--- config.mk ---
export PLATFORM = sky130hd
export DESIGN_NAME = primitive_to_triangle_index_gen_flat
export DESIGN_NICKNAME = d
export VERILOG_FILES = /design/src/hw/rtl/ptig_pkg.sv /design/src/hw/rtl/ptig_in_if.sv /design/src/hw/rtl/ptig_out_if.sv /design/src/hw/rtl/ptig_ctrl.sv /design/src/hw/rtl/ptig_outq.sv /design/src/hw/rtl/primitive_to_triangle_index_gen.sv /design/src/flat_wrapper.sv
export SDC_FILE = /design/constraint.sdc
export NUM_CORES = 1
export LEC_CHECK = 0
export BUFFER_PORTS_ARGS = -buffer_cell sky130_fd_sc_hd__buf_4
export CAP_MARGIN = 20
export CORE_UTILIZATION = 60
export CTS_CLUSTER_SIZE = 14
export DETAILED_ROUTE_END_ITERATION = 7
export HOLD_SLACK_MARGIN = 0.06
export PLACE_DENSITY = 0.84
export SETUP_SLACK_MARGIN = 0.2
export SLEW_MARGIN = 15
export SYNTH_ARGS = -nofsm -noshare
export SYNTH_HDL_FRONTEND = slang
export SYNTH_HIERARCHICAL = 1
export SYNTH_SLANG_ARGS = --single-unit
--- constraint.sdc ---
create_clock -name clk -period 5.3 [get_ports clk]
set_input_delay 1.06 -clock clk [delete_from_list [all_inputs] [get_ports clk]]
set_output_delay 1.06 -clock clk [all_outputs]
set_load 0.02 [all_outputs]
--- src/hw/rtl/ptig_pkg.sv ---
// ----------------------------------------------------------------------------
// ptig_pkg
// Shared types and codes of the primitive-to-triangle index generator.
// ----------------------------------------------------------------------------
package ptig_pkg;

	localparam int OUT_W   = 16;
	localparam int COUNT_W = 16;
	localparam int CMD_W   = 2;
	localparam int PRIM_W  = 3;
	localparam int NRES_W  = 2;
	localparam int MAX_RES = 3;

	typedef enum logic [CMD_W-1:0] {
		CMD_BEGIN  = 2'd0,
		CMD_VERTEX = 2'd1,
		CMD_END    = 2'd2
	} cmd_t;

	localparam logic [PRIM_W-1:0] PRIM_TRIANGLES = 3'd0;
	localparam logic [PRIM_W-1:0] PRIM_FAN       = 3'd1;
	localparam logic [PRIM_W-1:0] PRIM_STRIP     = 3'd2;
	localparam logic [PRIM_W-1:0] PRIM_QUADS     = 3'd3;

	// Indices that one vertex produces, in the order they leave the block.
	typedef struct packed {
		logic [NRES_W-1:0]               n;
		logic [MAX_RES-1:0][OUT_W-1:0]   idx;
	} res_t;

	// Occupancy of the result buffer.
	typedef struct packed {
		logic [NRES_W-1:0] n;
		logic [NRES_W-1:0] ptr;
	} stat_t;

endpackage

--- src/hw/rtl/ptig_in_if.sv ---
// ----------------------------------------------------------------------------
// ptig_in_if
// Command channel: begin, vertex and end transactions.
// ----------------------------------------------------------------------------
interface ptig_in_if;
	logic                         valid;
	logic                         ready;
	logic [ptig_pkg::CMD_W-1:0]   command;
	logic [ptig_pkg::PRIM_W-1:0]  primitive_req;
	logic                         restart_base;

	modport source (output valid, command, primitive_req, restart_base, input ready);
	modport sink (input valid, command, primitive_req, restart_base, output ready);
endinterface

--- src/hw/rtl/ptig_out_if.sv ---
// ----------------------------------------------------------------------------
// ptig_out_if
// Result channel: one triangle-list index per transaction.
// ----------------------------------------------------------------------------
interface ptig_out_if;
	logic                        valid;
	logic                        ready;
	logic [ptig_pkg::OUT_W-1:0]  vertex_index;
	logic                        last;

	modport source (output valid, vertex_index, last, input ready);
	modport sink (input valid, vertex_index, last, output ready);
endinterface

--- src/hw/rtl/ptig_ctrl.sv ---
// ----------------------------------------------------------------------------
// ptig_ctrl
// Stream state and index arithmetic for one accepted command.
// ----------------------------------------------------------------------------
module ptig_ctrl #(
	parameter int INDEX_BITS = 16
) (
	input  logic                         clk,
	input  logic                         arst_n,
	input  logic                         accept,
	input  logic [ptig_pkg::CMD_W-1:0]   command,
	input  logic [ptig_pkg::PRIM_W-1:0]  primitive_req,
	input  logic                         restart_base,
	output ptig_pkg::res_t               res
);

	localparam int EXT_W = (INDEX_BITS > ptig_pkg::OUT_W) ? INDEX_BITS : ptig_pkg::OUT_W;

	logic                           active_q;
	logic [ptig_pkg::PRIM_W-1:0]    prim_q;
	logic [ptig_pkg::COUNT_W-1:0]   count_q;
	logic [INDEX_BITS-1:0]          base_q;
	logic [INDEX_BITS-1:0]          next_base_q;

	logic [EXT_W-1:0]       sum;
	logic [INDEX_BITS-1:0]  c, cm1, cm2, cm3;
	logic                   past_three;

	function automatic logic [ptig_pkg::OUT_W-1:0] to_out(input logic [INDEX_BITS-1:0] v);
		logic [EXT_W-1:0] w;
		w = EXT_W'(v);
		return w[ptig_pkg::OUT_W-1:0];
	endfunction

	assign sum        = EXT_W'(base_q) + EXT_W'(count_q);
	assign c          = sum[INDEX_BITS-1:0];
	assign cm1        = c - INDEX_BITS'(1);
	assign cm2        = c - INDEX_BITS'(2);
	assign cm3        = c - INDEX_BITS'(3);
	assign past_three = (|count_q[ptig_pkg::COUNT_W-1:2]) || (&count_q[1:0]);

	always_comb begin
		res     = '0;
		res.n   = ptig_pkg::NRES_W'(1);
		res.idx[0] = to_out(c);
		if (past_three) begin
			case (prim_q)
				ptig_pkg::PRIM_FAN: begin
					res.n      = ptig_pkg::NRES_W'(3);
					res.idx[0] = to_out(base_q);
					res.idx[1] = to_out(cm1);
					res.idx[2] = to_out(c);
				end
				ptig_pkg::PRIM_STRIP: begin
					res.n      = ptig_pkg::NRES_W'(3);
					res.idx[0] = count_q[0] ? to_out(cm1) : to_out(cm2);
					res.idx[1] = count_q[0] ? to_out(cm2) : to_out(cm1);
					res.idx[2] = to_out(c);
				end
				ptig_pkg::PRIM_QUADS: begin
					if (&count_q[1:0]) begin
						res.n      = ptig_pkg::NRES_W'(3);
						res.idx[0] = to_out(cm3);
						res.idx[1] = to_out(cm1);
						res.idx[2] = to_out(c);
					end
				end
				default: begin
				end
			endcase
		end
		// Only a vertex inside an open stream produces indices.
		if (command != ptig_pkg::CMD_VERTEX || !active_q) begin
			res.n = '0;
		end
	end

	always_ff @(posedge clk or negedge arst_n) begin
		if (!arst_n) begin
			active_q    <= 1'b0;
			prim_q      <= '0;
			count_q     <= '0;
			base_q      <= '0;
			next_base_q <= '0;
		end else if (accept) begin
			case (command)
				ptig_pkg::CMD_BEGIN: begin
					if (!active_q) begin
						active_q <= 1'b1;
						prim_q   <= primitive_req;
						count_q  <= '0;
						base_q   <= restart_base ? '0 : next_base_q;
					end
				end
				ptig_pkg::CMD_VERTEX: begin
					if (active_q) begin
						count_q <= count_q + ptig_pkg::COUNT_W'(1);
					end
				end
				ptig_pkg::CMD_END: begin
					if (active_q) begin
						active_q <= 1'b0;
						if (|count_q) begin
							next_base_q <= c;
						end
					end
				end
				default: begin
				end
			endcase
		end
	end

endmodule

--- src/hw/rtl/ptig_outq.sv ---
// ----------------------------------------------------------------------------
// ptig_outq
// Result buffer: a vertex's indices go out one per cycle while out_ready.
// ----------------------------------------------------------------------------
module ptig_outq (
	input  logic                         clk,
	input  logic                         arst_n,
	input  logic                         in_valid,
	output logic                         in_ready,
	input  ptig_pkg::res_t               res,
	output logic                         out_valid,
	input  logic                         out_ready,
	output logic [ptig_pkg::OUT_W-1:0]   out_index,
	output logic                         out_last,
	output ptig_pkg::stat_t              stat
);

	logic [ptig_pkg::MAX_RES-1:0][ptig_pkg::OUT_W-1:0] idx_s1;
	logic [ptig_pkg::NRES_W-1:0] n_q;
	logic [ptig_pkg::NRES_W-1:0] ptr_q;
	logic                        on_last;
	logic                        load;

	assign on_last   = (ptr_q == n_q - ptig_pkg::NRES_W'(1));
	assign out_valid = (n_q != '0);
	assign in_ready  = !out_valid || (on_last && out_ready);
	assign out_index = idx_s1[ptr_q];
	assign out_last  = on_last;
	assign load      = in_valid && in_ready && (res.n != '0);
	assign stat.n    = n_q;
	assign stat.ptr  = ptr_q;

	always_ff @(posedge clk) begin
		if (load) begin
			idx_s1 <= res.idx;
		end
	end

	always_ff @(posedge clk or negedge arst_n) begin
		if (!arst_n) begin
			n_q   <= '0;
			ptr_q <= '0;
		end else if (load) begin
			n_q   <= res.n;
			ptr_q <= '0;
		end else if (out_valid && out_ready) begin
			if (on_last) begin
				n_q   <= '0;
				ptr_q <= '0;
			end else begin
				ptr_q <= ptr_q + ptig_pkg::NRES_W'(1);
			end
		end
	end

endmodule

--- src/hw/rtl/primitive_to_triangle_index_gen.sv ---
// ----------------------------------------------------------------------------
// primitive_to_triangle_index_gen
// Turns fan, strip and quad vertex streams into triangle-list indices.
// ----------------------------------------------------------------------------
// A begin transaction opens a stream with a primitive type and a base index
// (zero on restart, otherwise the base saved at the end of the last stream
// that held vertices); each vertex transaction then yields its own index,
// base plus position, preceded by two earlier indices that close a triangle
// for fans and strips from their fourth vertex on and for every fourth quad
// vertex; an end transaction closes the stream. The stream state is updated
// in the cycle a command is accepted, and the one to three indices of a
// vertex are registered into a small result buffer that drives the result
// channel, one index per cycle while that channel is ready, with last
// marking the final index of each vertex. A command is accepted whenever
// that buffer is empty or is handing out its final index in the same
// cycle, so it can take the next command while the last index of a vertex
// leaves. Indices wrap at INDEX_BITS bits and leave as their low 16 bits.
// ----------------------------------------------------------------------------
module primitive_to_triangle_index_gen #(
	parameter int INDEX_BITS = 16
) (
	input  logic            clk,
	input  logic            arst_n,
	ptig_in_if.sink         vertices,
	ptig_out_if.source      indices
);

	ptig_pkg::res_t   res;
	ptig_pkg::stat_t  stat;
	logic             accept;

	// A command transaction completes when the buffer can take its results.
	assign accept = vertices.valid && vertices.ready;

	// Stream state and the index arithmetic for the command at the port.
	ptig_ctrl #(
		.INDEX_BITS (INDEX_BITS)
	) u_ctrl (
		.clk           (clk),
		.arst_n        (arst_n),
		.accept        (accept),
		.command       (vertices.command),
		.primitive_req (vertices.primitive_req),
		.restart_base  (vertices.restart_base),
		.res           (res)
	);

	// Result buffer: holds the indices of one vertex and serializes them.
	ptig_outq u_outq (
		.clk       (clk),
		.arst_n    (arst_n),
		.in_valid  (vertices.valid),
		.in_ready  (vertices.ready),
		.res       (res),
		.out_valid (indices.valid),
		.out_ready (indices.ready),
		.out_index (indices.vertex_index),
		.out_last  (indices.last),
		.stat      (stat)
	);

`ifndef SYNTHESIS
	// With indices shown, a command is only taken on a vertex's final index.
	assert property (@(posedge clk) disable iff (!arst_n)
		(vertices.ready && indices.valid) |-> indices.last)
		else $error("command accepted while a vertex still has indices pending");

	// A vertex that produced indices presents them in the next cycle.
	assert property (@(posedge clk) disable iff (!arst_n)
		(accept && res.n != '0) |=> indices.valid)
		else $error("indices of an accepted vertex not presented");

	// The read pointer stays within the loaded results.
	assert property (@(posedge clk) disable iff (!arst_n)
		indices.valid |-> (stat.ptr < stat.n))
		else $error("result buffer pointer out of range");
`endif

endmodule
--- src/flat_wrapper.sv ---
// flat-port wrapper written by rule: the top's interface ports become plain ports
module primitive_to_triangle_index_gen_flat 
#(
	parameter int INDEX_BITS = 16
)
  (clk, arst_n, vertices_valid, vertices_command, vertices_primitive_req, vertices_restart_base, vertices_ready, indices_valid, indices_vertex_index, indices_last, indices_ready);
  ptig_in_if vertices_i ();
  ptig_out_if indices_i ();
  input  logic clk;
  input  logic arst_n;
  input wire logic [$bits(vertices_i.valid)-1:0] vertices_valid;
  input wire logic [$bits(vertices_i.command)-1:0] vertices_command;
  input wire logic [$bits(vertices_i.primitive_req)-1:0] vertices_primitive_req;
  input wire logic [$bits(vertices_i.restart_base)-1:0] vertices_restart_base;
  output wire logic [$bits(vertices_i.ready)-1:0] vertices_ready;
  output wire logic [$bits(indices_i.valid)-1:0] indices_valid;
  output wire logic [$bits(indices_i.vertex_index)-1:0] indices_vertex_index;
  output wire logic [$bits(indices_i.last)-1:0] indices_last;
  input wire logic [$bits(indices_i.ready)-1:0] indices_ready;
  assign vertices_i.valid = vertices_valid;
  assign vertices_i.command = vertices_command;
  assign vertices_i.primitive_req = vertices_primitive_req;
  assign vertices_i.restart_base = vertices_restart_base;
  assign vertices_ready = vertices_i.ready;
  assign indices_valid = indices_i.valid;
  assign indices_vertex_index = indices_i.vertex_index;
  assign indices_last = indices_i.last;
  assign indices_i.ready = indices_ready;
  primitive_to_triangle_index_gen #(.INDEX_BITS(INDEX_BITS)) u_core (.clk(clk), .arst_n(arst_n), .vertices(vertices_i), .indices(indices_i));
endmodule
==> flow_summary.ini <==
[synth]
ys_ff_latch = 104
synth_ff_type = dfrtp_1
synth_top_family_by_area = compound AO/OA/AOI/OAI gates
synth-simple-area-share_pct = 21.2
yosysSeqAreaShare_pct = 40.3
synth_compound_area_share_pct = 22.0
synth_fp_nets = 818
synth_xor_area_share_pct = 5.01
syn-mean-instance-area_sq_um = 9.01
async_flop_share_pct = 53.8
synthAdderAreaFrac_pct = 4.72
netlist_area_sq_um = 7050
synth.distinct_cells = 86
yosysWarnings = 6
synthesis.instances = 782
synth_edf_count = 48
synthMuxAreaShare_pct = 2.84

[critical_path]
slowest_delay_ns = 0.55
worst_setup_path_end_kind = flop
arrival_ns = 4.02
path_delay_family = compound AO/OA/AOI/OAI gates
path_cells = ha_1 > inv_1 > fa_1 > xor2_2 > ha_1 > a21boi_0 > o2111a_2 > o2111a_1 > xnor2_1 > o221ai_1 > o21ai_1 > a21oi_1
cp.required_ns = 5.38
path_class = reg -> reg
crit_fanout = 11
worstSetupStartpointType = flop
critPathBufInv = 1
worst_path_max_delay_cell = xor2_2
cpMostUsedCell = ha_1

[power]
total_power_mw = 3.28
combPwrFrac_pct = 49.1
switching_power_mw = 1.41
swShare_pct = 42.9
ir_worst_vdd_mv = 0.279
powerDensity_nw_per_um2 = 428
clkPwrFrac_pct = 20.5
pwr-share-seq_pct = 30.4
p_int_mw = 1.88
p_leak_nw = 3.15

[status]
status = complete, no violations

[sta]
setup_violations = 0
slew_violations = 0
fin_tns_setup_ns = 0
period_share_pct = 74.4
worstMarginPinSlew_ns = 1.03
fin_hold_ws_ns = 0.491
finalClockSkew_ns = 0.00890
rsz0062_at_grt = no
finalHoldViolCount = 0
slew_headroom_pct = 31.4
fmax_mhz = 254
finalCriticalPeriod_ns = 3.94

[clocking]
clock-sinks = 104
cts_buffer_depth = 2
clkTransAtPathRegs_ns = 0.07
htree_num_levels = 3
hold_buffers = 0
clock_latency_ns = 0.35
cts_made_buffers = 9
cts-resized-gates = 0
cts_post_setup_buffers_inserted = 0
cts-root-buf = clkbuf_16
cts_tree = done

[global_route]
antenna_found_initial = 0
grt_busiest_layer = met2
use_met2_pct = 52.5
grt_max_degree = 57
first_global_vias = 5935
grt_pass1_wl_um = 30700
gr-usage-met3_pct = 6.17
met1_usage_pct = 46.1
grt_overflow = 0
grt_usage_pct = 33.6

[floorplanning]
fp.coreArea_sq_um = 11400
start_util_pct = 61.7
fp.dieW_um = 110
dieArea_sq_um = 12200
die_h_um = 110
io_pins = 29
num_rows = 39

[route]
first_pass_iters = 7
viasPerCell = 6.71
routed_wl_um = 19300
drc = 0
via_count = 6296
drtIter0Drc = 525
ant_nets = 0
wl_per_cell_um = 20.6

[placement]
dpl_cell_area_sq_um = 7360
dp_hpwl_um = 13600
io_buffers = 28
place_congestion = 0.937

[final_layout]
fillCellCount = 913
final_cell_mix = nand2_1, nor2_1, o21ai_0
antenna_cells = 0
area_growth_pct = 8.73
fin_area_sq_um = 7660
multiInputGateArea_sq_um = 3950
ff_latch_area_sq_um = 2840
final_common_cell = nand2_1
fin_nets = 826
drive_above_1_share_pct = 12.6
utilization_pct = 67.1

[run]
maxCapViolations = 0

[min_path]
hold_class = reg -> reg
[Yosys cell counts, types with 5 or more instances]
cell      count  area, sq um
a211oi_1      6         45.0
and3_1        7         43.8
edfxtp_1     48         1440
inv_1        20         75.1
nand3b_1     17          128
a21oi_2       5         43.8
clkbuf_1     32          120
buf_2         6         30.0
nand2b_1      5         31.3
nand3_1      18         90.1
o22ai_1      13         81.3
o21ai_1       6         30.0
nor3_1       15         75.1
a21oi_1      48          240
dfrtp_1      56         1400
xor2_1       14          123
nor2_1       75          282
ha_1         25          313
mux2i_1      20          200
a21o_1        7         52.6
o21ai_0      68          340
a221oi_1      7         61.3
nand4_1      11         68.8
nand2_1     120          450
xnor2_1      17          149
[worst register-to-register path: cells and delay by family (launching register included)]
kind / cells / cell delay, ns
AOI/OAI and AO/OA: 6 / 1.42
xor gates and xnor gates: 2 / 0.71
adders and majority gates: 3 / 1.04
buffers and inverters: 1 / 0.08
DFF: 1 / 0.42
[stage by stage]
stage / worst slack [ns] / instances
3_3_place_gp: 1.55 / 922
2_1_floorplan: 0.554 / 782
6_report: 1.36 / 938
4_1_cts: 1.43 / 938
3_5_place_dp: 1.32 / 922
5_1_grt: 1.03 / 938
[final cells by class]
| type | count | share of cell area, % |
|---|---|---|
| sequential | 104 | 37.1 |
| inverter | 20 | 0.980 |
| clock inverter | 2 | 0.131 |
| multi-input combinational | 613 | 51.5 |
| clock buffer | 14 | 3.84 |
| tap | 143 | 2.33 |
| timing repair buffer | 42 | 4.11 |
[final timing paths]
path                       cells past startpoint  slack, ns                          start                             to
min in group asynchronous                      1       0.76                         arst_n       u_core/u_ctrl/count_q[1]
min                                            2       0.49  u_core/u_ctrl/next_base_q[15]  u_core/u_ctrl/next_base_q[15]
max                                           12       1.36        u_core/u_ctrl/base_q[0]       u_core/u_outq/idx_s1[11]
min reg2reg                                    2       0.49  u_core/u_ctrl/next_base_q[15]  u_core/u_ctrl/next_base_q[15]
max in group asynchronous                      1       4.06                         arst_n  u_core/u_ctrl/next_base_q[13]
max reg2reg                                   12       1.36        u_core/u_ctrl/base_q[0]       u_core/u_outq/idx_s1[11]
[power by group through the flow]
stage	sequential, mW	clock (mW)	combinational, mW
floorplan	0.957	0	1.19
global placement	1.00	0	1.54
detailed placement	1.01	0	1.57
CTS	0.995	0.677	1.58
global route	1.01	0.708	1.76
finish	0.996	0.673	1.61
[cells by family (layout without fill, tap and decap cells)]
logic type / after synthesis / count (layout)
DFF: 104 / 104
AOI/OAI and AO/OA: 226 / 226
xor gates and xnor gates: 36 / 36
muxes: 20 / 20
adders and majority gates: 26 / 26
buffers and inverters: 65 / 78
and+or+nand+nor: 305 / 305
[flip-flops by register name, summed over array words and instances (netlist names)]
signal	cells
u_core/u_ctrl/active_q	1
u_core/u_ctrl/next_base_q	16
u_core/u_ctrl/count_q	16
u_core/u_ctrl/prim_q	3
u_core/u_ctrl/base_q	16
u_core/u_outq/ptr_q	2
u_core/u_outq/n_q	2
u_core/u_outq/idx_s1	48
[routing by layer]
layer	share of wire, %	vias up
li1	-	2866
met3	9.2	55
met4	2.9	0
met1	42	3030
met5	0	-
met2	46	345
Power figures use the tool's default switching activity.
